## src/hdl/filled_circle_span_generator_assert.svh

```systemverilog
// assertion macros for the filled circle span generator
// used by the top level only, no other dependencies
`ifndef FILLED_CIRCLE_SPAN_GENERATOR_ASSERT_SVH
`define FILLED_CIRCLE_SPAN_GENERATOR_ASSERT_SVH

// condition must hold whenever out of reset
`define FCSG_ASSERT_ALWAYS(label, clk, rst, cond, msg) \
  label: assert property (@(posedge clk) disable iff (rst) (cond)) else $error(msg);

// antecedent implies consequent in the same cycle
`define FCSG_ASSERT_IMPLIES(label, clk, rst, ante, cons, msg) \
  label: assert property (@(posedge clk) disable iff (rst) (ante) |-> (cons)) \
    else $error(msg);

`endif

```

## src/hdl/fcsg_pkg.sv

```systemverilog
// shared types, constants and functions of the filled circle span generator
// no dependencies
`timescale 1ns / 1ps

package fcsg_pkg;

  localparam int RADIUS_W       = 4;
  localparam int COORD_W        = 10;
  localparam int COLOR_W        = 16;
  localparam int SPAN_X_W       = 11;
  localparam int SPAN_Y_W       = 12;
  localparam int SPAN_LEN_W     = 5;
  localparam int SQ_W           = 8;
  localparam int MAX_RADIUS_DEF = 15;

  localparam logic [RADIUS_W-1:0] RADIUS_RESET = 4'd2;

  typedef enum logic [2:0] {
    S_IDLE,
    S_CENTER,
    S_CHECK,
    S_OUT_UP,
    S_OUT_DN,
    S_IN_UP,
    S_IN_DN,
    S_FLUSH
  } state_t;

  typedef enum logic [2:0] {
    SEL_CENTER,
    SEL_OUT_UP,
    SEL_OUT_DN,
    SEL_IN_UP,
    SEL_IN_DN
  } span_sel_t;

  // controller to datapath
  typedef struct packed {
    logic      load;
    span_sel_t sel;
    logic      push;
    logic      dec_h;
    logic      inc_i;
    logic      flush;
  } cmd_t;

  // datapath to controller
  typedef struct packed {
    logic r_zero;
    logic shrink;
    logic outer;
    logic i_last;
    logic cand_zero;
    logic pend_valid;
    logic out_free;
  } sts_t;

  // floor(r * 0.707) + 1, the last row offset of the walk
  function automatic logic [RADIUS_W-1:0] imax_of(input logic [RADIUS_W-1:0] r);
    logic [RADIUS_W-1:0] v;
    begin
      case (r)
        4'd0:    v = 4'd0;
        4'd1:    v = 4'd0;
        4'd2:    v = 4'd1;
        4'd3:    v = 4'd2;
        4'd4:    v = 4'd2;
        4'd5:    v = 4'd3;
        4'd6:    v = 4'd4;
        4'd7:    v = 4'd4;
        4'd8:    v = 4'd5;
        4'd9:    v = 4'd6;
        4'd10:   v = 4'd7;
        4'd11:   v = 4'd7;
        4'd12:   v = 4'd8;
        4'd13:   v = 4'd9;
        4'd14:   v = 4'd9;
        4'd15:   v = 4'd10;
        default: v = 4'd0;
      endcase
      return v + 4'd1;
    end
  endfunction

endpackage

```

## src/hdl/fcsg_dp.sv

```systemverilog
// datapath of the filled circle span generator: radius register, walk
// counters, span arithmetic, pending span and output register; uses fcsg_pkg
`timescale 1ns / 1ps

module fcsg_dp #(
  parameter int MAX_RADIUS = fcsg_pkg::MAX_RADIUS_DEF
) (
  input  logic                                clk,
  input  logic                                rst,
  input  logic                                radius_we,
  input  logic [fcsg_pkg::RADIUS_W-1:0]       radius_wdata,
  input  logic [fcsg_pkg::COORD_W-1:0]        center_x,
  input  logic [fcsg_pkg::COORD_W-1:0]        center_y,
  input  logic [fcsg_pkg::COLOR_W-1:0]        pixel_color,
  input  fcsg_pkg::cmd_t                      cmd,
  output fcsg_pkg::sts_t                      sts,
  output logic                                span_valid,
  input  logic                                span_stall,
  output logic signed [fcsg_pkg::SPAN_X_W-1:0] span_x,
  output logic signed [fcsg_pkg::SPAN_Y_W-1:0] span_y,
  output logic [fcsg_pkg::SPAN_LEN_W-1:0]     span_length,
  output logic [fcsg_pkg::COLOR_W-1:0]        span_color,
  output logic                                last_span
);
  import fcsg_pkg::*;

  logic [RADIUS_W-1:0] radius;
  logic [RADIUS_W-1:0] r_eff;

  logic [COORD_W-1:0]  cx;
  logic [COORD_W-1:0]  cy;
  logic [COLOR_W-1:0]  color;
  logic [RADIUS_W-1:0] imax;
  logic [SQ_W-1:0]     sqmax;
  logic [RADIUS_W-1:0] i;
  logic [RADIUS_W-1:0] h;

  logic [SQ_W:0]       dist_sq;
  logic [RADIUS_W-1:0] x_amt;
  logic [RADIUS_W-1:0] y_amt;
  logic                y_down;
  logic [RADIUS_W-1:0] len_amt;
  logic                x_plus1;
  logic [SPAN_X_W-1:0]   cand_x;
  logic [SPAN_Y_W-1:0]   cand_y;
  logic [SPAN_LEN_W-1:0] cand_len;

  logic                  pend_valid;
  logic [SPAN_X_W-1:0]   pend_x;
  logic [SPAN_Y_W-1:0]   pend_y;
  logic [SPAN_LEN_W-1:0] pend_len;

  // radius register; the value used (r_eff) is clamped to the configured maximum
  always_ff @(posedge clk) begin
    if (rst) begin
      radius <= RADIUS_RESET;
    end else if (radius_we) begin
      radius <= radius_wdata;
    end
  end

  assign r_eff = ({2'b00, radius} > 6'(MAX_RADIUS)) ? RADIUS_W'(MAX_RADIUS) : radius;

  // circle parameters and walk counters
  always_ff @(posedge clk) begin
    if (cmd.load) begin
      cx    <= center_x;
      cy    <= center_y;
      color <= pixel_color;
      imax  <= imax_of(r_eff);
      sqmax <= SQ_W'({4'b0, r_eff} * {4'b0, r_eff}) + SQ_W'(r_eff[RADIUS_W-1:1]);
      i     <= 4'd1;
      h     <= r_eff;
    end else begin
      if (cmd.inc_i) i <= i + 4'd1;
      if (cmd.dec_h && (h != '0)) h <= h - 4'd1;
    end
  end

  assign dist_sq = (SQ_W+1)'(SQ_W'({4'b0, i} * {4'b0, i}))
                 + (SQ_W+1)'(SQ_W'({4'b0, h} * {4'b0, h}));

  assign sts.r_zero = (r_eff == '0);
  assign sts.shrink = (dist_sq > {1'b0, sqmax});
  assign sts.outer  = (h > imax);
  assign sts.i_last = (i == imax);

  // candidate span for the selected position
  always_comb begin
    x_amt   = h;
    x_plus1 = 1'b0;
    y_amt   = i;
    y_down  = 1'b0;
    len_amt = h;
    case (cmd.sel)
      SEL_CENTER: begin
        x_amt   = h;
        y_amt   = '0;
        len_amt = h;
      end
      SEL_OUT_UP: begin
        x_amt   = i;
        x_plus1 = 1'b1;
        y_amt   = h;
        len_amt = i - 4'd1;
      end
      SEL_OUT_DN: begin
        x_amt   = i;
        x_plus1 = 1'b1;
        y_amt   = h;
        y_down  = 1'b1;
        len_amt = i - 4'd1;
      end
      SEL_IN_UP: begin
        y_amt = i;
      end
      SEL_IN_DN: begin
        y_amt  = i;
        y_down = 1'b1;
      end
      default: begin
        len_amt = '0;
      end
    endcase
  end

  assign cand_x   = {1'b0, cx} - {7'b0, x_amt} + {10'b0, x_plus1};
  assign cand_y   = y_down ? ({2'b00, cy} - {8'b0, y_amt}) : ({2'b00, cy} + {8'b0, y_amt});
  assign cand_len = {len_amt, 1'b0};

  assign sts.cand_zero  = (len_amt == '0);
  assign sts.pend_valid = pend_valid;
  assign sts.out_free   = !span_valid || !span_stall;

  // one-deep pending span so the final one can be flagged
  always_ff @(posedge clk) begin
    if (rst) begin
      pend_valid <= 1'b0;
    end else if (cmd.push && !sts.cand_zero) begin
      pend_valid <= 1'b1;
    end else if (cmd.flush) begin
      pend_valid <= 1'b0;
    end
  end

  always_ff @(posedge clk) begin
    if (cmd.push && !sts.cand_zero) begin
      pend_x   <= cand_x;
      pend_y   <= cand_y;
      pend_len <= cand_len;
    end
  end

  // output register
  always_ff @(posedge clk) begin
    if (rst) begin
      span_valid <= 1'b0;
    end else if ((cmd.push && !sts.cand_zero && pend_valid) || (cmd.flush && pend_valid)) begin
      span_valid <= 1'b1;
    end else if (!span_stall) begin
      span_valid <= 1'b0;
    end
  end

  always_ff @(posedge clk) begin
    if ((cmd.push && !sts.cand_zero && pend_valid) || (cmd.flush && pend_valid)) begin
      span_x      <= pend_x;
      span_y      <= pend_y;
      span_length <= pend_len;
      span_color  <= color;
      last_span   <= cmd.flush;
    end
  end

endmodule

```

## config.mk

```make
export PLATFORM = sky130hd
export DESIGN_NAME = fcsg_dp
export DESIGN_NICKNAME = d
export VERILOG_FILES = /design/src/hdl/filled_circle_span_generator_assert.svh /design/src/hdl/fcsg_pkg.sv /design/src/hdl/fcsg_dp.sv
export SDC_FILE = /design/constraint.sdc
export NUM_CORES = 1
export LEC_CHECK = 0
export BUFFER_PORTS_ARGS = -buffer_cell sky130_fd_sc_hd__buf_2
export CORE_MARGIN = 2
export CORE_UTILIZATION = 30
export DETAILED_ROUTE_END_ITERATION = 7
export SLEW_MARGIN = 20
export SYNTH_ARGS = -nofsm -noshare
export SYNTH_HDL_FRONTEND = slang
export SYNTH_SLANG_ARGS = --single-unit
```

## constraint.sdc

```tcl
create_clock -name clk -period 6.4 [get_ports clk]
set_input_delay 1.92 -clock clk [delete_from_list [all_inputs] [get_ports clk]]
set_output_delay 1.92 -clock clk [all_outputs]
set_load 0.01 [all_outputs]
```

==> results of run 1 <==
cell usage after synthesis (4+ instances only):
cell type	n	area, um2
o21ai_1	6	30.0
nand2_1	20	75.1
a22o_1	4	35.0
o21ai_0	13	65.1
edfxtp_1	123	3690
nor3_1	9	45.0
buf_2	7	35.0
a21o_1	7	52.6
o22ai_1	4	25.0
nor2b_1	9	56.3
ha_1	72	901
clkbuf_1	8	30.0
and3_1	4	25.0
mux2i_1	10	100
and2_1	8	50.1
nor2_1	23	86.3
dfxtp_1	14	280
a21oi_1	23	115
fa_1	14	280
o211ai_1	5	37.5
xnor2_1	20	175
nand3_1	12	60.1
inv_1	74	278
xor2_1	20	175
nand2b_1	8	50.1
area by class of cell:
class                           instances  area [um2]
Fill cell                            2249       14700
Sequential cell                       137        3980
Multi-Input combinational cell        336        2880
Timing Repair Buffer                  123         666
Clock buffer                           20         437
Tap cell                              319         399
Inverter                               74         278
Clock inverter                         12         126
metrics by stage:
step                hold WS, ps  utilization  worst slack, ps
finish                      415        0.373             -436
global route                416        0.373             -662
CTS                         415        0.373             -495
detailed placement          405        0.347             -101
global placement            401        0.347            -27.3
floorplan                   400            -             7.19
state kept, by name (all words and copies together), names as in the netlist, 8 cells and up, named ones only:
name / count
span_x: 11
pend_y: 12
sqmax: 8
span_y: 12
color: 16
cx: 10
span_color: 16
cy: 10
pend_x: 11
final timing paths:
check	end	startpoint	depth (start not counted)
setup / recovery	sts[5]	h[3]	22
hold / removal	span_y[2]	pend_y[2]	0
setup reg to reg	pend_x[10]	h[2]	9
hold reg to reg	span_y[2]	pend_y[2]	0
critical path: cells and delay by family (launching register included):
kind                     cells  cell delay, ps
AND/OR/NAND/NOR              3             350
flip-flops                   1             420
buffers and inverters        6             420
XOR/XNOR                     1             120
AO/OA/AOI/OAI                5             530
adder cells (fa/ha/maj)      7            2650
where the power goes:
part | internal, W | leakage, nW | total (W) | switching [W]
Combinational | 0.000287 | 2.19 | 0.000654 | 0.000367
Sequential | 0.00112 | 1.29 | 0.00116 | 0.0000416
Clock | 0.000570 | 0.267 | 0.000932 | 0.000362
per-layer routing:
| metal | share of wire | track usage |
|---|---|---|
| met5 | 0 | 0 |
| met4 | 0.016 | 0.0425 |
| met3 | 0.046 | 0.0389 |
| met2 | 0.48 | 0.184 |
| met1 | 0.46 | 0.140 |
timing repair:
action,CTS,global route
pin swaps,10,5
resized for setup,4,2
endpoints found under the setup margin,1,1
buffers inserted,2,1
cell families after synthesis:
group	synth area share
buffers and inverters	0.0515
other	0.000524
AND/OR/NAND/NOR	0.0817
flip-flops	0.555
AO/OA/AOI/OAI	0.0774
adder cells (fa/ha/maj)	0.165
multiplexers	0.0203
XOR/XNOR	0.0489
==> metrics.csv, run 1 <==
metric,value,unit
Sink Count,137,
post-synthesis register bit count,137,
Worst-Margin Slew,723,ps
vias per cell,4.37,
die height,159,um
gr usage total,0.114,
width of the chip,159,um
CP most frequent cell,fa_1,
Initial Util,0.305,
largest net degree at the start of global routing,45,
Synth Area per Inst,12.7,um2
Final #Nets,827,
DRC viols,0,
Hold Fails Final Rpt,0,
fin. max-slew vios,0,
RePlAce Congestion,0.786,
RSZ-0062 raised after global routing,true,
Clock Tree Root,clkbuf_16,
First DRT Iteration DRCs,214,
CTS Hold Buffers Added,0,
HP Class,flip-flop to flip-flop,
vias in the first global route,4396,
row count,56,
"Req. time, crit path",4480,ps
"Design Area, Final",0.00876,mm2
achievable frequency,146,MHz
Yosys cell types,58,
Leak Pwr,3.76,nW
DRT antenna net count,0,
DR pass1 iterations,4,
post-synthesis cell count,565,
Port Buffers,103,
grt total ovfl,0,
total vias in the final route,4458,
Worst setup SP type,flip-flop,
dpl cells,986,
max_slew headroom,0.518,
number of I/O pins,105,
DR WL/cell,13.2,um
crit end category,output port,
sequential area share after synthesis,0.555,
antenna violations before repair,0,
Num CTS Buffers,17,
final WL,13500,um
period utilization,1.07,
setup_tns,-436,ps
CTS tree,done,
Worst Skew,12.4,ps
"EDFF count, synth",123,
Syn. warnings,0,
hpwl dp,10000,um
status,"complete, but fails checks",
Non-Filler Instances,1021,
area delta synth->final,22.3,%
worst-path cell chain,nand2_4 > fa_1 > fa_1 > inv_1 > fa_1 > inv_1 > fa_1 > inv_1 > ha_2 > inv_2 > fa_2 > inv_2 > a21o_1 > a21oi_2 > xnor2_1 > ha_1 > and3_4 > nand3_2 > a21oi_2 > a211oi_2 > o2111ai_1 > buf_2,
Period minus WS final,6840,ps
"most common cell after layout, fill and taps aside",edfxtp_1,
Critical Path AT,4920,ps
"Max stage delay cell, worst path",fa_1,
ys async rst share,0,
Final WS setup,-436,ps
layout cells sized above 1,0.251,
pwr/cell area,313,mW/mm2
most frequent cells in the layout,"edfxtp_1, buf_2, inv_1, ha_1, nor2_1",
"setup slack, reg-to-reg",3710,ps
Placed Area,0.00815,mm2
max incr delay on CP,490,ps
ys flop type,edfxtp_1,
core footprint,0.0235,mm2
worst skew pair latency,420,ps
Syn Nets,703,
full die area,0.0251,mm2
Crit Path Class,flip-flop to output port,
worst vdd ir,0.131,mV
Max Buffers Root-to-Sink,2,
Ant. Diodes,0,
area of the mapped netlist,0.00716,mm2
H-tree depth,4,
# setup viols final,1,
violated checks,setup timing,
"Clk pin slew, worst setup/hold paths",60,ps
Tot Pwr,0.00274,W
worst-path fanout max,2,
max-cap violations,0,
first-pass GRT wire length,21600,um
(Power assumes the default switching activity.)
==> run 2: changes to the inputs <==
CELL_PAD_IN_SITES_DETAIL_PLACEMENT = 0   (was not set)
CELL_PAD_IN_SITES_GLOBAL_PLACEMENT = 1   (was not set)
PLACE_DENSITY_LB_ADDON = 0.1   (was not set)
TNS_END_PERCENT = 1   (was not set)
==> run 2 against run 1 <==
  * The run still ends with setup timing left
  * Setup slack worse by 51 ps
  * Critical path depth up 1
  * Power rose by 3.3%
  * Combinational power increased by 2%
  * Worst hold slack got worse by 5.8 ps
  * Die area unchanged
  * Global-route usage is 0.47 points higher
  * Flip-flop and latch count stayed put
  * Sequential power barely moved
  * Non-clock buffer count shrank 1
  * Maximum frequency shrank 0.74%
  * Utilization up 0.19 points
  * Largest cell class unchanged
  * Highest routed layer unchanged
==> metrics.csv, run 2 (synthesis results as in run 1) <==
metric,value,unit,change
status,"complete, but fails checks",,
violated checks,setup timing,,
RSZ-0062 raised after global routing,true,,
layout cells sized above 1,0.257,,+0.00606
crit end category,output port,,
Port Buffers,103,,unchanged
"Clk pin slew, worst setup/hold paths",60,ps,about the same
row count,56,,unchanged
HP Class,flip-flop to flip-flop,,
footprint of the multi-input gates,0.00289,mm2,+0.39%
hold depth,0,,unchanged
# setup viols final,1,,unchanged
antenna violations before repair,0,,unchanged
launching point of the worst reg2reg path,i[0],,
Ant. Diodes,0,,unchanged
first-pass GRT wire length,22700,um,+4.8%
Initial Util,0.305,,unchanged
FF+latch area,0.00398,mm2,unchanged
biggest regs,"color: 16 flops, span_color: 16 flops",,
CTS tree,done,,
Tot Pwr,0.00283,W,+3.3%
CTS Hold Buffers Added,0,,unchanged
DRT antenna net count,0,,unchanged
First DRT Iteration DRCs,223,,+4.2%
RR Endpoint,span_y[3],,
dpl ws,-142,ps,-41.4 ps
Final #Nets,826,,-0.12%
DR pass1 iterations,4,,unchanged
vias per cell,4.36,,-0.13%
most frequent cells in the layout,"edfxtp_1, buf_2, inv_1, ha_1, nor2_1",,
Clock Tree Root,clkbuf_16,,
width of the chip,159,um,unchanged
largest net degree at the start of global routing,45,,unchanged
"most common cell after layout, fill and taps aside",edfxtp_1,,
hold slack,409,ps,-5.81 ps
Placed Area,0.00815,mm2,unchanged
Critical Path AT,4970,ps,+50 ps
worst skew pair latency,420,ps,about the same
min-delay src,pend_len[3],,
total vias in the final route,4448,,-0.22%
"Req. time, crit path",4480,ps,about the same
final WL,14200,um,+5.0%
worst-path fanout max,2,,unchanged
max-cap violations,0,,unchanged
period utilization,1.08,,+0.00796
H-tree depth,4,,unchanged
DRC viols,0,,unchanged
vias in the first global route,4652,,+5.8%
"setup slack, reg-to-reg",3680,ps,-30 ps
Worst Skew,23.5,ps,+11.1 ps
achievable frequency,145,MHz,-0.74%
hold path endpoint,span_length[3],,
full die area,0.0251,mm2,unchanged
max_slew headroom,0.582,,+0.0638
die height,159,um,unchanged
number of I/O pins,105,,unchanged
DR WL/cell,13.9,um,+5.1%
Num CTS Buffers,17,,unchanged
Hold Fails Final Rpt,0,,unchanged
worst reg2reg path depth,9,,unchanged
Period minus WS final,6890,ps,+51.0 ps
Sink Count,137,,unchanged
Worst setup SP type,flip-flop,,
Max Buffers Root-to-Sink,2,,unchanged
fin. max-slew vios,0,,unchanged
core footprint,0.0235,mm2,unchanged
"Design Area, Final",0.00880,mm2,+0.51%
worst vdd ir,0.133,mV,+2.0%
hpwl dp,10600,um,+5.0%
gr usage total,0.118,,+0.00472
Filler Cell Count,2288,,+1.7%
Final Util,0.375,,+0.00192
area delta synth->final,22.9,%,
Crit Path Class,flip-flop to output port,,
Leak Pwr,3.78,nW,+0.55%
grt total ovfl,0,,unchanged
pwr/cell area,322,mW/mm2,+2.7%
RePlAce Congestion,0.776,,-1.2%
Final WS setup,-487,ps,-51.0 ps
Worst-Margin Slew,627,ps,-95.7 ps
run 2: changes by cell type in the layout (fill, tap and decap cells not counted), moves of 2 or more:
cell,before,now
inv_6,1,6
clkinv_1,3,0
clkbuf_1,3,0
inv_8,0,3
a21oi_2,3,1
run 2: metal layers:
layer / global-route usage / up-vias / routed length, um
met1: 0.142 / 2119 / 6460
met2: 0.203 / 81 / 6870
li1: - / 2236 / -
met5: 0 / - / 0
met3: 0.0370 / 12 / 676
met4: 0.0378 / 0 / 147
run 2: worst max-delay path by stage:
stage / depth (start not counted) / startpoint / endpoint / slack (ps)
2_1_floorplan: 23 / i[2] / sts[5] / 7
3_3_place_gp: 22 / h[0] / sts[5] / -40
3_5_place_dp: 22 / h[0] / sts[5] / -140
4_1_cts: 23 / i[2] / sts[5] / -520
5_1_grt: 23 / i[1] / sts[5] / -730
6_report: 23 / i[2] / sts[5] / -490
run 2: power by group:
part | switching (W) | internal, W | total [W] | leakage (nW)
Combinational | 0.000380 | 0.000290 | 0.000670 | 2.19
Sequential | 0.0000415 | 0.00112 | 0.00116 | 1.29
Clock | 0.000416 | 0.000590 | 0.00101 | 0.292
run 2: area by class of cell:
cell class / count / area share
Inverter: 74 / 0.0316
Timing Repair Buffer: 122 / 0.0748
Sequential cell: 137 / 0.452
Multi-Input combinational cell: 336 / 0.328
Clock inverter: 15 / 0.0203
Tap cell: 319 / 0.0453
Clock buffer: 17 / 0.0483
run 2: worst max-delay path, cell delays in order (launching register included):
cell and delay (ps):
dfxtp_2 330, and2_4 140, inv_2 30, fa_1 450, fa_1 490, inv_1 50
fa_1 480, inv_1 50, fa_1 430, inv_1 70, ha_2 180, inv_2 40
fa_2 340, inv_2 50, a21o_1 120, a21oi_2 50, xnor2_1 130, ha_1 300
and3_4 200, nand3_4 70, a21oi_4 130, a211oi_2 60, o2111ai_1 190, buf_2 160
run 2: per-stage QoR:
step | cells | setup TNS, ps
after floorplan | 565 | 0
after global placement | 986 | -37.7
after detailed placement | 986 | -142
after CTS | 1020 | -516
after global routing | 1020 | -732
final | 1020 | -487
run 2: repair_timing:
action	4_1_cts	5_1_grt
endpoints found under the setup margin	1	1
setup buffers	2	0
gates resized for setup	4	3
pin swaps	9	0
