==> config.mk <==
export PLATFORM = sky130hd
export DESIGN_NAME = fcsg_ctrl
export DESIGN_NICKNAME = d
export VERILOG_FILES = /design/src/hdl/filled_circle_span_generator_assert.svh /design/src/hdl/fcsg_pkg.sv /design/src/hdl/fcsg_ctrl.sv
export SDC_FILE = /design/constraint.sdc
export NUM_CORES = 1
export LEC_CHECK = 0
export BUFFER_PORTS_ARGS = -buffer_cell sky130_fd_sc_hd__clkbuf_2
export CAP_MARGIN = 25
export CORE_AREA = 4 4 41 43
export CTS_CLUSTER_DIAMETER = 30
export DETAILED_ROUTE_END_ITERATION = 6
export DIE_AREA = 0 0 45 47
export PLACE_DENSITY = 0.63
export SYNTH_ARGS = -nofsm -noshare
export SYNTH_HDL_FRONTEND = slang
export SYNTH_SLANG_ARGS = --single-unit
==> constraint.sdc <==
create_clock -name clk -period 2.1 [get_ports clk]
set_clock_uncertainty 0.15 [all_clocks]
set_input_delay 0.42 -clock clk [delete_from_list [all_inputs] [get_ports clk]]
set_output_delay 0.42 -clock clk [all_outputs]
set_load 0.02 [all_outputs]
==> src/hdl/filled_circle_span_generator_assert.svh <==
// assertion macros for the filled circle span generator
// used by the top level only, no other dependencies
`ifndef FILLED_CIRCLE_SPAN_GENERATOR_ASSERT_SVH
`define FILLED_CIRCLE_SPAN_GENERATOR_ASSERT_SVH

// condition must hold whenever out of reset
`define FCSG_ASSERT_ALWAYS(label, clk, rst, cond, msg) \
  label: assert property (@(posedge clk) disable iff (rst) (cond)) else $error(msg);

// antecedent implies consequent in the same cycle
`define FCSG_ASSERT_IMPLIES(label, clk, rst, ante, cons, msg) \
  label: assert property (@(posedge clk) disable iff (rst) (ante) |-> (cons)) \
    else $error(msg);

`endif

==> src/hdl/fcsg_pkg.sv <==
// shared types, constants and functions of the filled circle span generator
// no dependencies
`timescale 1ns / 1ps

package fcsg_pkg;

  localparam int RADIUS_W       = 4;
  localparam int COORD_W        = 10;
  localparam int COLOR_W        = 16;
  localparam int SPAN_X_W       = 11;
  localparam int SPAN_Y_W       = 12;
  localparam int SPAN_LEN_W     = 5;
  localparam int SQ_W           = 8;
  localparam int MAX_RADIUS_DEF = 15;

  localparam logic [RADIUS_W-1:0] RADIUS_RESET = 4'd2;

  typedef enum logic [2:0] {
    S_IDLE,
    S_CENTER,
    S_CHECK,
    S_OUT_UP,
    S_OUT_DN,
    S_IN_UP,
    S_IN_DN,
    S_FLUSH
  } state_t;

  typedef enum logic [2:0] {
    SEL_CENTER,
    SEL_OUT_UP,
    SEL_OUT_DN,
    SEL_IN_UP,
    SEL_IN_DN
  } span_sel_t;

  // controller to datapath
  typedef struct packed {
    logic      load;
    span_sel_t sel;
    logic      push;
    logic      dec_h;
    logic      inc_i;
    logic      flush;
  } cmd_t;

  // datapath to controller
  typedef struct packed {
    logic r_zero;
    logic shrink;
    logic outer;
    logic i_last;
    logic cand_zero;
    logic pend_valid;
    logic out_free;
  } sts_t;

  // floor(r * 0.707) + 1, the last row offset of the walk
  function automatic logic [RADIUS_W-1:0] imax_of(input logic [RADIUS_W-1:0] r);
    logic [RADIUS_W-1:0] v;
    begin
      case (r)
        4'd0:    v = 4'd0;
        4'd1:    v = 4'd0;
        4'd2:    v = 4'd1;
        4'd3:    v = 4'd2;
        4'd4:    v = 4'd2;
        4'd5:    v = 4'd3;
        4'd6:    v = 4'd4;
        4'd7:    v = 4'd4;
        4'd8:    v = 4'd5;
        4'd9:    v = 4'd6;
        4'd10:   v = 4'd7;
        4'd11:   v = 4'd7;
        4'd12:   v = 4'd8;
        4'd13:   v = 4'd9;
        4'd14:   v = 4'd9;
        4'd15:   v = 4'd10;
        default: v = 4'd0;
      endcase
      return v + 4'd1;
    end
  endfunction

endpackage

==> src/hdl/fcsg_ctrl.sv <==
// controller state machine of the filled circle span generator
// depends on fcsg_pkg
`timescale 1ns / 1ps

module fcsg_ctrl (
  input  logic         clk,
  input  logic         rst,
  input  logic         in_valid,
  input  fcsg_pkg::sts_t sts,
  output fcsg_pkg::cmd_t cmd,
  output logic         busy
);
  import fcsg_pkg::*;

  state_t state;
  state_t state_next;
  logic   can_go;

  always_ff @(posedge clk) begin
    if (rst) begin
      state <= S_IDLE;
    end else begin
      state <= state_next;
    end
  end

  assign busy = (state != S_IDLE);

  // a span may go forward when it is dropped, or the pending slot can be refilled
  assign can_go = sts.cand_zero || !sts.pend_valid || sts.out_free;

  always_comb begin
    state_next = state;
    cmd        = '0;
    cmd.sel    = SEL_CENTER;
    case (state)
      S_IDLE: begin
        if (in_valid) begin
          cmd.load = 1'b1;
          if (!sts.r_zero) state_next = S_CENTER;
        end
      end
      S_CENTER: begin
        cmd.sel = SEL_CENTER;
        if (can_go) begin
          cmd.push   = 1'b1;
          state_next = S_CHECK;
        end
      end
      S_CHECK: begin
        if (sts.shrink && sts.outer) begin
          state_next = S_OUT_UP;
        end else begin
          cmd.dec_h  = sts.shrink;
          state_next = S_IN_UP;
        end
      end
      S_OUT_UP: begin
        cmd.sel = SEL_OUT_UP;
        if (can_go) begin
          cmd.push   = 1'b1;
          state_next = S_OUT_DN;
        end
      end
      S_OUT_DN: begin
        cmd.sel = SEL_OUT_DN;
        if (can_go) begin
          cmd.push   = 1'b1;
          cmd.dec_h  = 1'b1;
          state_next = S_IN_UP;
        end
      end
      S_IN_UP: begin
        cmd.sel = SEL_IN_UP;
        if (can_go) begin
          cmd.push   = 1'b1;
          state_next = S_IN_DN;
        end
      end
      S_IN_DN: begin
        cmd.sel = SEL_IN_DN;
        if (can_go) begin
          cmd.push = 1'b1;
          if (sts.i_last) begin
            state_next = S_FLUSH;
          end else begin
            cmd.inc_i  = 1'b1;
            state_next = S_CHECK;
          end
        end
      end
      S_FLUSH: begin
        if (!sts.pend_valid) begin
          state_next = S_IDLE;
        end else if (sts.out_free) begin
          cmd.flush  = 1'b1;
          state_next = S_IDLE;
        end
      end
      default: begin
        state_next = S_IDLE;
      end
    endcase
  end

endmodule

==> results of run 1 <==
worst register-to-register path, delay by kind of cell (launching register included):
kind / cells / cell delay, ns
AOI/OAI and AO/OA: 2 / 0.58
DFF: 1 / 0.47
and+or+nand+nor: 2 / 0.26
Yosys cell counts, drive strengths merged, types with 2 or more instances:
| cell | instances | area share (%) |
|---|---|---|
| nor2 | 7 | 7.8 |
| a21oi | 3 | 4.4 |
| dfxtp | 3 | 18 |
| nand2 | 3 | 3.3 |
| nand2b | 3 | 5.6 |
| o21ai | 3 | 4.4 |
| buf | 2 | 4.8 |
| inv | 2 | 2.2 |
| nand3b | 2 | 4.4 |
final timing paths:
check / end / depth (start not counted)
worst min register to register: state[2] / 2
worst min-delay path: state[0] / 2
worst max register to register: state[2] / 4
worst max-delay path: cmd[2] / 5
power breakdown:
| part | leakage, nW | total (mW) | internal [mW] | switching [mW] |
|---|---|---|---|---|
| sequential | 0.0258 | 0.150 | 0.0847 | 0.0653 |
| clock | 0.0150 | 0.104 | 0.0713 | 0.0322 |
| combinational | 0.159 | 0.369 | 0.166 | 0.203 |
layout make-up:
type / instances / area (sq um)
repair buffers: 18 / 90.1
inverters: 2 / 7.51
flip-flops and latches: 3 / 63.8
fillers: 159 / 841
well taps: 15 / 18.8
multi-input cells: 37 / 254
clock buffers: 4 / 26.3
cells by family (layout without fill, tap and decap cells):
| family | count (synthesis) | in the layout | share of synthesized area [%] |
|---|---|---|---|
| buffers and inverters | 4 | 24 | 7.04 |
| XOR/XNOR | 1 | 1 | 2.59 |
| AO/OA/AOI/OAI | 12 | 12 | 28.5 |
| flip-flops | 3 | 3 | 17.8 |
| multiplexers | 1 | 1 | 2.96 |
| AND/OR/NAND/NOR | 23 | 23 | 41.1 |
through the flow:
stage	worst slack [ns]	total power, mW	util [%]
floorplan	0.287	0.436	-
global placement	0.389	0.511	33.1
detailed placement	0.348	0.518	33.1
CTS	0.0959	0.627	35.1
global route	0.0658	0.684	35.4
finish	0.208	0.622	35.4
per-layer routing:
metal	vias up	global-route usage [%]	wire length, microns
met3	0	4.60	72
met1	171	11.3	409
li1	198	-	-
met5	-	0	0
met2	16	13.0	351
met4	0	1.75	0
==> key figures, run 1 <==
Worst setup path
  • Crit end category: output port
  • CP top delay family: flip-flops
  • CP max-delay cell: dfxtp_2
  • Max incr delay on CP: approximately 0.4 ns
  • Worst path required time: 1.53 ns
  • Slack of the worst reg-to-reg path: around 0.55 ns
  • Worst-path fanout max: 7
  • R2R Path Start: state[0]
  • Crit path cell chain: inv_1 > nor2_1 > nand3b_1 > a21oi_1 > clkbuf_2
  • Worst Setup SP: state[1]
  • Critical Path AT: roughly 1.3 ns
  • Critical path buffers and inverters: 2
  • Crit path kind: flip-flop to output port
  • CP Launch Type: flip-flop

Placement
  • DPL Wire Length: 669 microns
  • Port Buffers: 18
  • Placed Instances: 75
  • Post-DP Area: 430 sq um
  • RD Place Congestion: 0.727

Yosys
  • Synth Warn #: 0
  • Post-synthesis async set-or-reset flop share: 0%
  • Syn Std Cell Area: 338 sq um
  • Synth Flop Type: dfxtp_1
  • Seq/Total Area, Yosys: between 15 and 20%
  • Syn Inst Count: 44
  • EDFF count, synth: 0
  • Register bit total from synthesis: 3
  • Syn Area/Cell: between 7 and 8 sq um
  • Distinct cells, synth: 26
  • Mapped Nets: between 50 and 60

Timing
  • Worst rel slew slack: between 70 and 80%
  • RSZ-0062 raised after global routing: no
  • Max Freq: between 500 and 600 MHz
  • Final setup fails: 0
  • Hold Violations, Final: 0
  • Max Slew Vio Count: 0
  • Fin crit share: roughly 90%
  • Setup tns final: 0 ns
  • Hold WS: 0.229 ns
  • Fin crit period: 1.89 ns
  • Least-Margin Pin Slew: roughly 0.32 ns

Clocking
  • Hold Buf Count CTS: 0
  • Clock transition at the registers of the reported paths: around 0.030 ns
  • Resize count post-CTS: 0
  • H-tree levels: 1
  • Cts bufs inserted: 3
  • Worst-Skew Late Latency: 0.24 ns
  • CTS tree: yes
  • Root buffer cell: clkbuf_4
  • Clock buffer depth: 2
  • Clock sinks: 3
  • Postcts setup bufs: 0

Cells and area
  • Max FFs per register: 3
  • Post-route cell area: 460 sq um
  • Area grow syn2layout: 36.3%
  • Biggest regs: state x3
  • Fin cells: slightly below 80
  • Most common cell after layout, fill and taps aside: clkbuf_2
  • Ratio of cells with drive above 1 in the final layout: ~45%
  • Largest register by flop count: state
  • Antenna diode count: 0
  • Commonest non-fill, non-tap cells in the layout: clkbuf_2, nor2_1
  • # nets final: 75

Global routing
  • Initial antenna violation count: 0
  • Pin count of the biggest net entering global routing: 15
  • Total GRT Usage: around 9%
  • First-pass GRT wire length: between 1 and 1.5 mm
  • Remaining Overflow, GRT: 0
  • Via count of the first global-routing pass: around 330

Route
  • Drt wl/cell: 10.5 microns
  • Antenna-violating nets left: 0
  • Via count: approximately 390
  • Residual DRC: 0
  • Drt first pass iters: 4
  • Initial DRC Count: 7
  • WL final: roughly 830 microns
  • Vias/cell: 4.87

Floorplan
  • Die width: about 45 microns
  • IO Pins: 19
  • Die area: roughly 0.0021 sq mm
  • Core area: about 0.0013 sq mm
  • Site row count: 13
  • Chip Height: approximately 47 microns
  • Starting Density: between 20 and 30%

Power
  • Leakage: between 0.15 and 0.2 nW
  • Pwr Density: roughly 1400 mW/mm^2
  • Maximum VDD drop: approximately 580 uV

Status
  • Status: completed

Run
  • Max-cap violation count: 0

Worst hold path
  • Hold wc startpoint: rst
  • Hold Path Class: input pin to flip-flop
Power figures use the tool's default switching activity.
==> run 2, diff against run 1 <==
--- a/config.mk
+++ b/config.mk
@@ -5,6 +5,7 @@
 export SDC_FILE = /design/constraint.sdc
 export NUM_CORES = 1
 export LEC_CHECK = 0
+export ABC_AREA = 1
 export BUFFER_PORTS_ARGS = -buffer_cell sky130_fd_sc_hd__clkbuf_2
 export CAP_MARGIN = 25
 export CORE_AREA = 4 4 41 43
==> run 2 against run 1 <==
Net effect:
- clock power is essentially flat
- cell count grew 30%
- largest cell class unchanged
- first-iteration DRC count shrank 43%
- synthesized area grew 2.2%
- total power grew 16%
- via count grew 22%
- synthesized cell count grew 55%
- critical path type unchanged
- non-clock buffer count is the same
- setup slack lost 0.038 ns
- global-route usage grew 0.56 points
- utilization grew 0.38 points
==> key figures, run 2 <==
Power
  • Clock power share: 14.2% (-2.4 points)
  • Maximum VDD drop: 617 uV (+6.0%)
  • Pwr Density: 1550 mW/mm^2 (+14%)
  • Logic pwr share: 66.2% (+6.9 points)
  • Leakage: 0.302 nW (+52%)
  • Switching power: 0.401 mW (+33%)
  • Internal power: 0.319 mW (-0.69%)
  • Switch share: 55.6% (+7.3 points)
  • Seq pwr share: 19.6% (-4.5 points)

Global routing
  • Pin count of the biggest net entering global routing: 9 (-6)
  • Initial antenna violation count: 0 (unchanged)
  • First-pass GRT wire length: 1.47 mm (+10%)
  • Via count of the first global-routing pass: 393 (+19%)
  • Total GRT Usage: 9.31% (+0.56 points)
  • Remaining Overflow, GRT: 0 (unchanged)

Worst hold path
  • Hold Path End: state[1]
  • Hold Path Class: input pin to flip-flop
  • Hold depth: 4 (+2)
  • Hold wc startpoint: rst

Yosys
  • Adder-Cell Fraction of Synth Area: 0% (unchanged)
  • Top cells by area, synth: nand2_1, dfxtp_1, inv_1
  • Count leader, synth: nand2_1
  • Top-area cell type share of the netlist area: 25.0% (+7.2 points)
  • Seq/Total Area, Yosys: 17.4% (-0.39 points)
  • Post-synthesis async set-or-reset flop share: 0% (unchanged)
  • Post-synthesis simple-gate area fraction: 55.1% (+14 points)
  • Distinct cells, synth: 16 (-38%)
  • Cell taking the most area after synthesis: nand2_1
  • Synth Warn #: 0 (unchanged)
  • Compound-cell area share of the yosys netlist: 8.70% (-20 points)
  • Post-synthesis xor/xnor area fraction: 0% (-2.6 points)
  • Mapped Nets: 78 (+44%)
  • Post-synthesis mux area share: 0% (-3.0 points)
  • Synth top cells by count: nand2_1, inv_1, nor2_1
  • EDFF count, synth: 0 (unchanged)
  • Synth Flop Type: dfxtp_1
  • Syn Area/Cell: 5.08 sq um (-34%)
  • Combinational family with the most area after synthesis: simple AND/OR/NAND/NOR gates
  • Syn Inst Count: 68 (+55%)
  • Syn Std Cell Area: 345 sq um (+2.2%)
  • Register bit total from synthesis: 3 (unchanged)

Floorplan
  • Site row count: 13 (unchanged)
  • Core area: 0.00130 sq mm (unchanged)
  • Chip Height: 47 microns (unchanged)
  • Starting Density: 26.5% (+0.58 points)
  • IO Pins: 19 (unchanged)
  • Die area: 0.00212 sq mm (unchanged)
  • Die width: 45 microns (unchanged)

Worst setup path
  • Crit path kind: flip-flop to output port
  • R2R Path End: state[1]
  • R2R Path Start: state[2]
  • Critical Path AT: 1.36 ns (+0.04 ns)
  • CP Launch Type: flip-flop
  • Worst path required time: 1.53 ns (about the same)
  • Slack of the worst reg-to-reg path: 0.73 ns (+0.18 ns)
  • Worst-path fanout max: 8 (+1)
  • Reg2reg path depth: 7 (+3)
  • Crit end category: output port

Cells and area
  • Biggest regs: state x3
  • Area grow syn2layout: 34.8%
  • Max FFs per register: 3 (unchanged)
  • Largest register by flop count: state
  • Antenna diode count: 0 (unchanged)
  • Post-route cell area: 465 sq um (+1.1%)
  • Most common cell after layout, fill and taps aside: nand2_1
  • Ratio of cells with drive above 1 in the final layout: 27.3% (-18 points)
  • Commonest non-fill, non-tap cells in the layout: nand2_1, clkbuf_2, inv_1, nor2_1, nand3_1
  • Finished Core Util: 35.8% (+0.38 points)
  • # nets final: 99 (+32%)

Clocking
  • CTS tree: yes
  • Root buffer cell: clkbuf_4
  • Cts bufs inserted: 3 (unchanged)
  • Resize count post-CTS: 0 (unchanged)
  • H-tree levels: 1 (unchanged)
  • Clock sinks: 3 (unchanged)
  • Postcts setup bufs: 0 (unchanged)
  • Hold Buf Count CTS: 0 (unchanged)
  • Clock transition at the registers of the reported paths: 0.04 ns (about the same)
  • Clock buffer depth: 2 (unchanged)
  • Worst-Skew Late Latency: 0.23 ns (about the same)

Timing
  • Crit path setup slack, layout: 0.171 ns (-0.0375 ns)
  • Worst rel slew slack: 77.0% (-1.4 points)
  • Max Slew Vio Count: 0 (unchanged)
  • Setup tns final: 0 ns (unchanged)
  • Fin crit share: 91.9% (+1.8 points)
  • Hold Violations, Final: 0 (unchanged)
  • Least-Margin Pin Slew: 0.343 ns (+0.0214 ns)
  • Fin crit period: 1.93 ns (+0.0375 ns)
  • Max Freq: 518 MHz (-1.9%)
  • RSZ-0062 raised after global routing: no
  • Final setup fails: 0 (unchanged)

Route
  • Initial DRC Count: 4 (-3)
  • Drt first pass iters: 4 (unchanged)
  • Antenna-violating nets left: 0 (unchanged)
  • Via count: 468 (+22%)
  • Vias/cell: 4.54 (-6.8%)
  • Residual DRC: 0 (unchanged)
  • Drt wl/cell: 9.01 microns (-15%)
  • WL final: 928 microns (+11%)

Placement
  • RD Place Congestion: 0.726 (-0.18%)
  • DPL Wire Length: 786 microns (+18%)
  • Port Buffers: 18 (unchanged)
  • Pre-CTS WS: 0.312 ns (-0.0354 ns)
  • Post-DP Area: 439 sq um (+2.0%)

Status
  • Status: completed

Run
  • Max-cap violation count: 0 (unchanged)
## run 2: changes by cell type after synthesis, moves of 3 or more
cell and change:
inv_1 +10, nand2_1 +20, nand2b_1 -3, nand3_1 +5
nor2_1 +5
## run 2: worst max-delay path by stage
stage | start | endpoint | slack [ns] | cells after the start
6_report | state[2] | cmd[0] | 0.17 | 3
5_1_grt | state[2] | cmd[0] | 0.07 | 3
4_1_cts | state[2] | cmd[0] | 0.14 | 3
3_5_place_dp | sts[0] | cmd[2] | 0.31 | 6
3_3_place_gp | sts[0] | cmd[2] | 0.32 | 6
2_1_floorplan | state[2] | cmd[0] | 0.28 | 3
## run 2: area by class of cell
| class | instances | area (sq um) |
|---|---|---|
| sequential | 3 | 60.1 |
| clock buffer | 4 | 26.3 |
| timing repair buffer | 18 | 90.1 |
| tap | 15 | 18.8 |
| multi-input combinational | 50 | 220 |
| fill | 169 | 836 |
| inverter | 13 | 50.0 |
## run 2: through the flow
stage	hold WS, ns	instances	power [mW]
final	0.295	103	0.720
after global routing	0.321	103	0.792
after CTS	0.298	103	0.729
after detailed placement	0.520	99	0.623
after global placement	0.527	99	0.620
after floorplan	0.437	68	0.513
## run 2: worst max-delay path: stages, from the launching register on
cell	delay [ns]
dfxtp_1	0.45
clkinv_2	0.17
nor4_1	0.29
clkbuf_2	0.21
## run 2: kinds of logic (layout without fill, tap and decap cells)
logic type | after synthesis | after routing
flops | 3 | 3
buf+inv | 15 | 35
simple gates | 45 | 45
compound gates | 5 | 5
## run 2: per-layer routing
metal | up-vias | routed length, microns | global-route usage (%)
met4 | 0 | 0 | 0
li1 | 251 | - | -
met5 | - | 0 | 0
met1 | 209 | 416 | 10.7
met3 | 0 | 51 | 4.60
met2 | 8 | 461 | 16.7
## run 2: power by group through the flow
| stage | clock network [mW] | registers (mW) | logic [mW] |
|---|---|---|---|
| floorplan | 0 | 0.102 | 0.411 |
| global placement | 0 | 0.141 | 0.479 |
| detailed placement | 0 | 0.140 | 0.482 |
| CTS | 0.105 | 0.141 | 0.484 |
| global route | 0.110 | 0.150 | 0.533 |
| finish | 0.102 | 0.141 | 0.476 |
==> run 3, diff against run 2 <==
--- a/config.mk
+++ b/config.mk
@@ -13,6 +13,7 @@
 export DETAILED_ROUTE_END_ITERATION = 6
 export DIE_AREA = 0 0 45 47
 export PLACE_DENSITY = 0.63
+export SKIP_CTS_REPAIR_TIMING = 1
 export SYNTH_ARGS = -nofsm -noshare
 export SYNTH_HDL_FRONTEND = slang
 export SYNTH_SLANG_ARGS = --single-unit
==> constraint.sdc (replaced) <==
create_clock -name clk -period 2.1 [get_ports clk]
set_clock_uncertainty 0.15 [all_clocks]
set_input_delay 0.315 -clock clk [delete_from_list [all_inputs] [get_ports clk]]
set_output_delay 0.315 -clock clk [all_outputs]
set_load 0.02 [all_outputs]
==> run 3 against run 2 <==
Net effect:
- global-route usage rose by 0.95 points
- via count down 1.9%
- utilization unchanged
- critical endpoint unchanged
==> key figures, run 3 (same netlist as run 2, synthesis figures left out) <==
Status
  • Status: completed

Global routing
  • First-pass GRT wire length: 1.57 mm (+6.6%)
  • Total GRT Usage: 10.3% (+0.95 points)
  • Via count of the first global-routing pass: 396 (+0.76%)
  • Initial antenna violation count: 0 (unchanged)
  • Pin count of the biggest net entering global routing: 9 (unchanged)
  • Remaining Overflow, GRT: 0 (unchanged)

Floorplan
  • Core area: 0.00130 sq mm (unchanged)
  • Starting Density: 26.5% (unchanged)
  • Die width: 45 microns (unchanged)
  • Site row count: 13 (unchanged)
  • Die area: 0.00212 sq mm (unchanged)
  • IO Pins: 19 (unchanged)
  • Chip Height: 47 microns (unchanged)

Placement
  • Port Buffers: 18 (unchanged)
  • Placed Instances: 99 (unchanged)
  • Post-DP Area: 439 sq um (unchanged)
  • RD Place Congestion: 0.740 (+1.9%)
  • DPL Wire Length: 757 microns (-3.6%)

Clocking
  • Clock transition at the registers of the reported paths: 0.04 ns (about the same)
  • Cts bufs inserted: 3 (unchanged)
  • H-tree levels: 1 (unchanged)
  • Clock buffer depth: 2 (unchanged)
  • Root buffer cell: clkbuf_4
  • CTS tree: yes
  • Worst-Skew Late Latency: 0.24 ns (about the same)
  • Clock sinks: 3 (unchanged)

Route
  • WL final: 903 microns (-2.7%)
  • Vias/cell: 4.46 (-1.9%)
  • Routed wl met2: 458 microns (-0.65%)
  • Residual DRC: 0 (unchanged)
  • Wl on met1: 373 microns (-10%)
  • Via count: 459 (-1.9%)
  • Drt first pass iters: 4 (unchanged)
  • Drt wl/cell: 8.77 microns (-2.7%)
  • Routed length on met3: 51 microns (unchanged)
  • Initial DRC Count: 10 (+6)
  • Top routing layer used: met4
  • Antenna-violating nets left: 0 (unchanged)

Cells and area
  • Ratio of cells with drive above 1 in the final layout: 27.3% (unchanged)
  • Max FFs per register: 3 (unchanged)
  • Biggest regs: state x3
  • Fill count: 166 (-1.8%)
  • FF/Latch Area: 60.1 sq um (unchanged)
  • Post-route cell area: 465 sq um (unchanged)
  • Fin cells: 103 (unchanged)
  • Area of the multi-input gates: 220 sq um (unchanged)
  • Antenna diode count: 0 (unchanged)
  • Commonest non-fill, non-tap cells in the layout: nand2_1, clkbuf_2, inv_1, nor2_1, nand3_1
  • Most common cell after layout, fill and taps aside: nand2_1
  • Area grow syn2layout: 34.8% (unchanged)
  • Largest register by flop count: state
  • # nets final: 99 (unchanged)

Worst setup path
  • Crit path kind: flip-flop to output port
  • Crit end category: output port
  • Worst path required time: 1.63 ns (+0.10 ns)
  • Worst-path fanout max: 8 (unchanged)
  • Critical Path AT: 1.39 ns (+0.03 ns)
  • CP Launch Type: flip-flop

Timing
  • Max Freq: 539 MHz (+3.9%)
  • Fin crit period: 1.86 ns (-0.0729 ns)
  • Hold Violations, Final: 0 (unchanged)
  • Worst rel slew slack: 79.7% (+2.7 points)
  • Least-Margin Pin Slew: 0.304 ns (-0.0397 ns)
  • Setup tns final: 0 ns (unchanged)
  • Fin crit share: 88.4% (-3.5 points)
  • Max Slew Vio Count: 0 (unchanged)
  • RSZ-0062 raised after global routing: no
  • Final setup fails: 0 (unchanged)

Power
  • Overall power: 0.723 mW (+0.43%)
  • Leakage: 0.302 nW (unchanged)
  • Maximum VDD drop: 441 uV (-29%)
  • Pwr Density: 1550 mW/mm^2 (+0.43%)

Run
  • Max-cap violation count: 0 (unchanged)

Worst hold path
  • Hold Path Class: input pin to flip-flop
[run 3: cell counts in the layout (fill, tap and decap cells not counted)]
No cell type changed its count.
[run 3: worst paths after layout]
path,cells past startpoint,slack (ns),endpoint,from
worst max register to register,7,0.66,state[1],state[2]
worst min-delay path,4,0.19,state[2],rst
worst min register to register,4,0.52,state[1],state[1]
worst max-delay path,3,0.24,cmd[0],state[2]
[run 3: power breakdown]
part           internal [mW]  total [mW]  switching, mW  leakage (nW)
sequential            0.0864       0.142         0.0557        0.0249
combinational          0.162       0.479          0.317         0.263
clock                 0.0713       0.102         0.0312        0.0150
[run 3: worst max-delay path, cell delays in order, from the launching register on]
cell and delay [ns]:
dfxtp_1 0.48, clkinv_2 0.18, nor4_1 0.28, clkbuf_2 0.21
[run 3: metal layers]
layer	vias up	GRT usage, %
li1	248	-
met1	193	12.2
met2	16	16.4
met3	2	2.30
met4	0	7.02
met5	-	0
[run 3: area by class of cell]
| cell class | count | area share (%) |
|---|---|---|
| multi-input combinational | 50 | 47.3 |
| tap | 15 | 4.03 |
| timing repair buffer | 18 | 19.4 |
| clock buffer | 4 | 5.65 |
| inverter | 13 | 10.8 |
| sequential | 3 | 12.9 |
[run 3: per-stage QoR]
step	hold slack, ns	utilization [%]	setup WS [ns]
2_1_floorplan	0.332	-	0.382
3_3_place_gp	0.430	33.8	0.460
3_5_place_dp	0.438	33.8	0.490
4_1_cts	0.189	35.8	0.233
5_1_grt	0.234	35.8	0.120
6_report	0.190	35.8	0.244
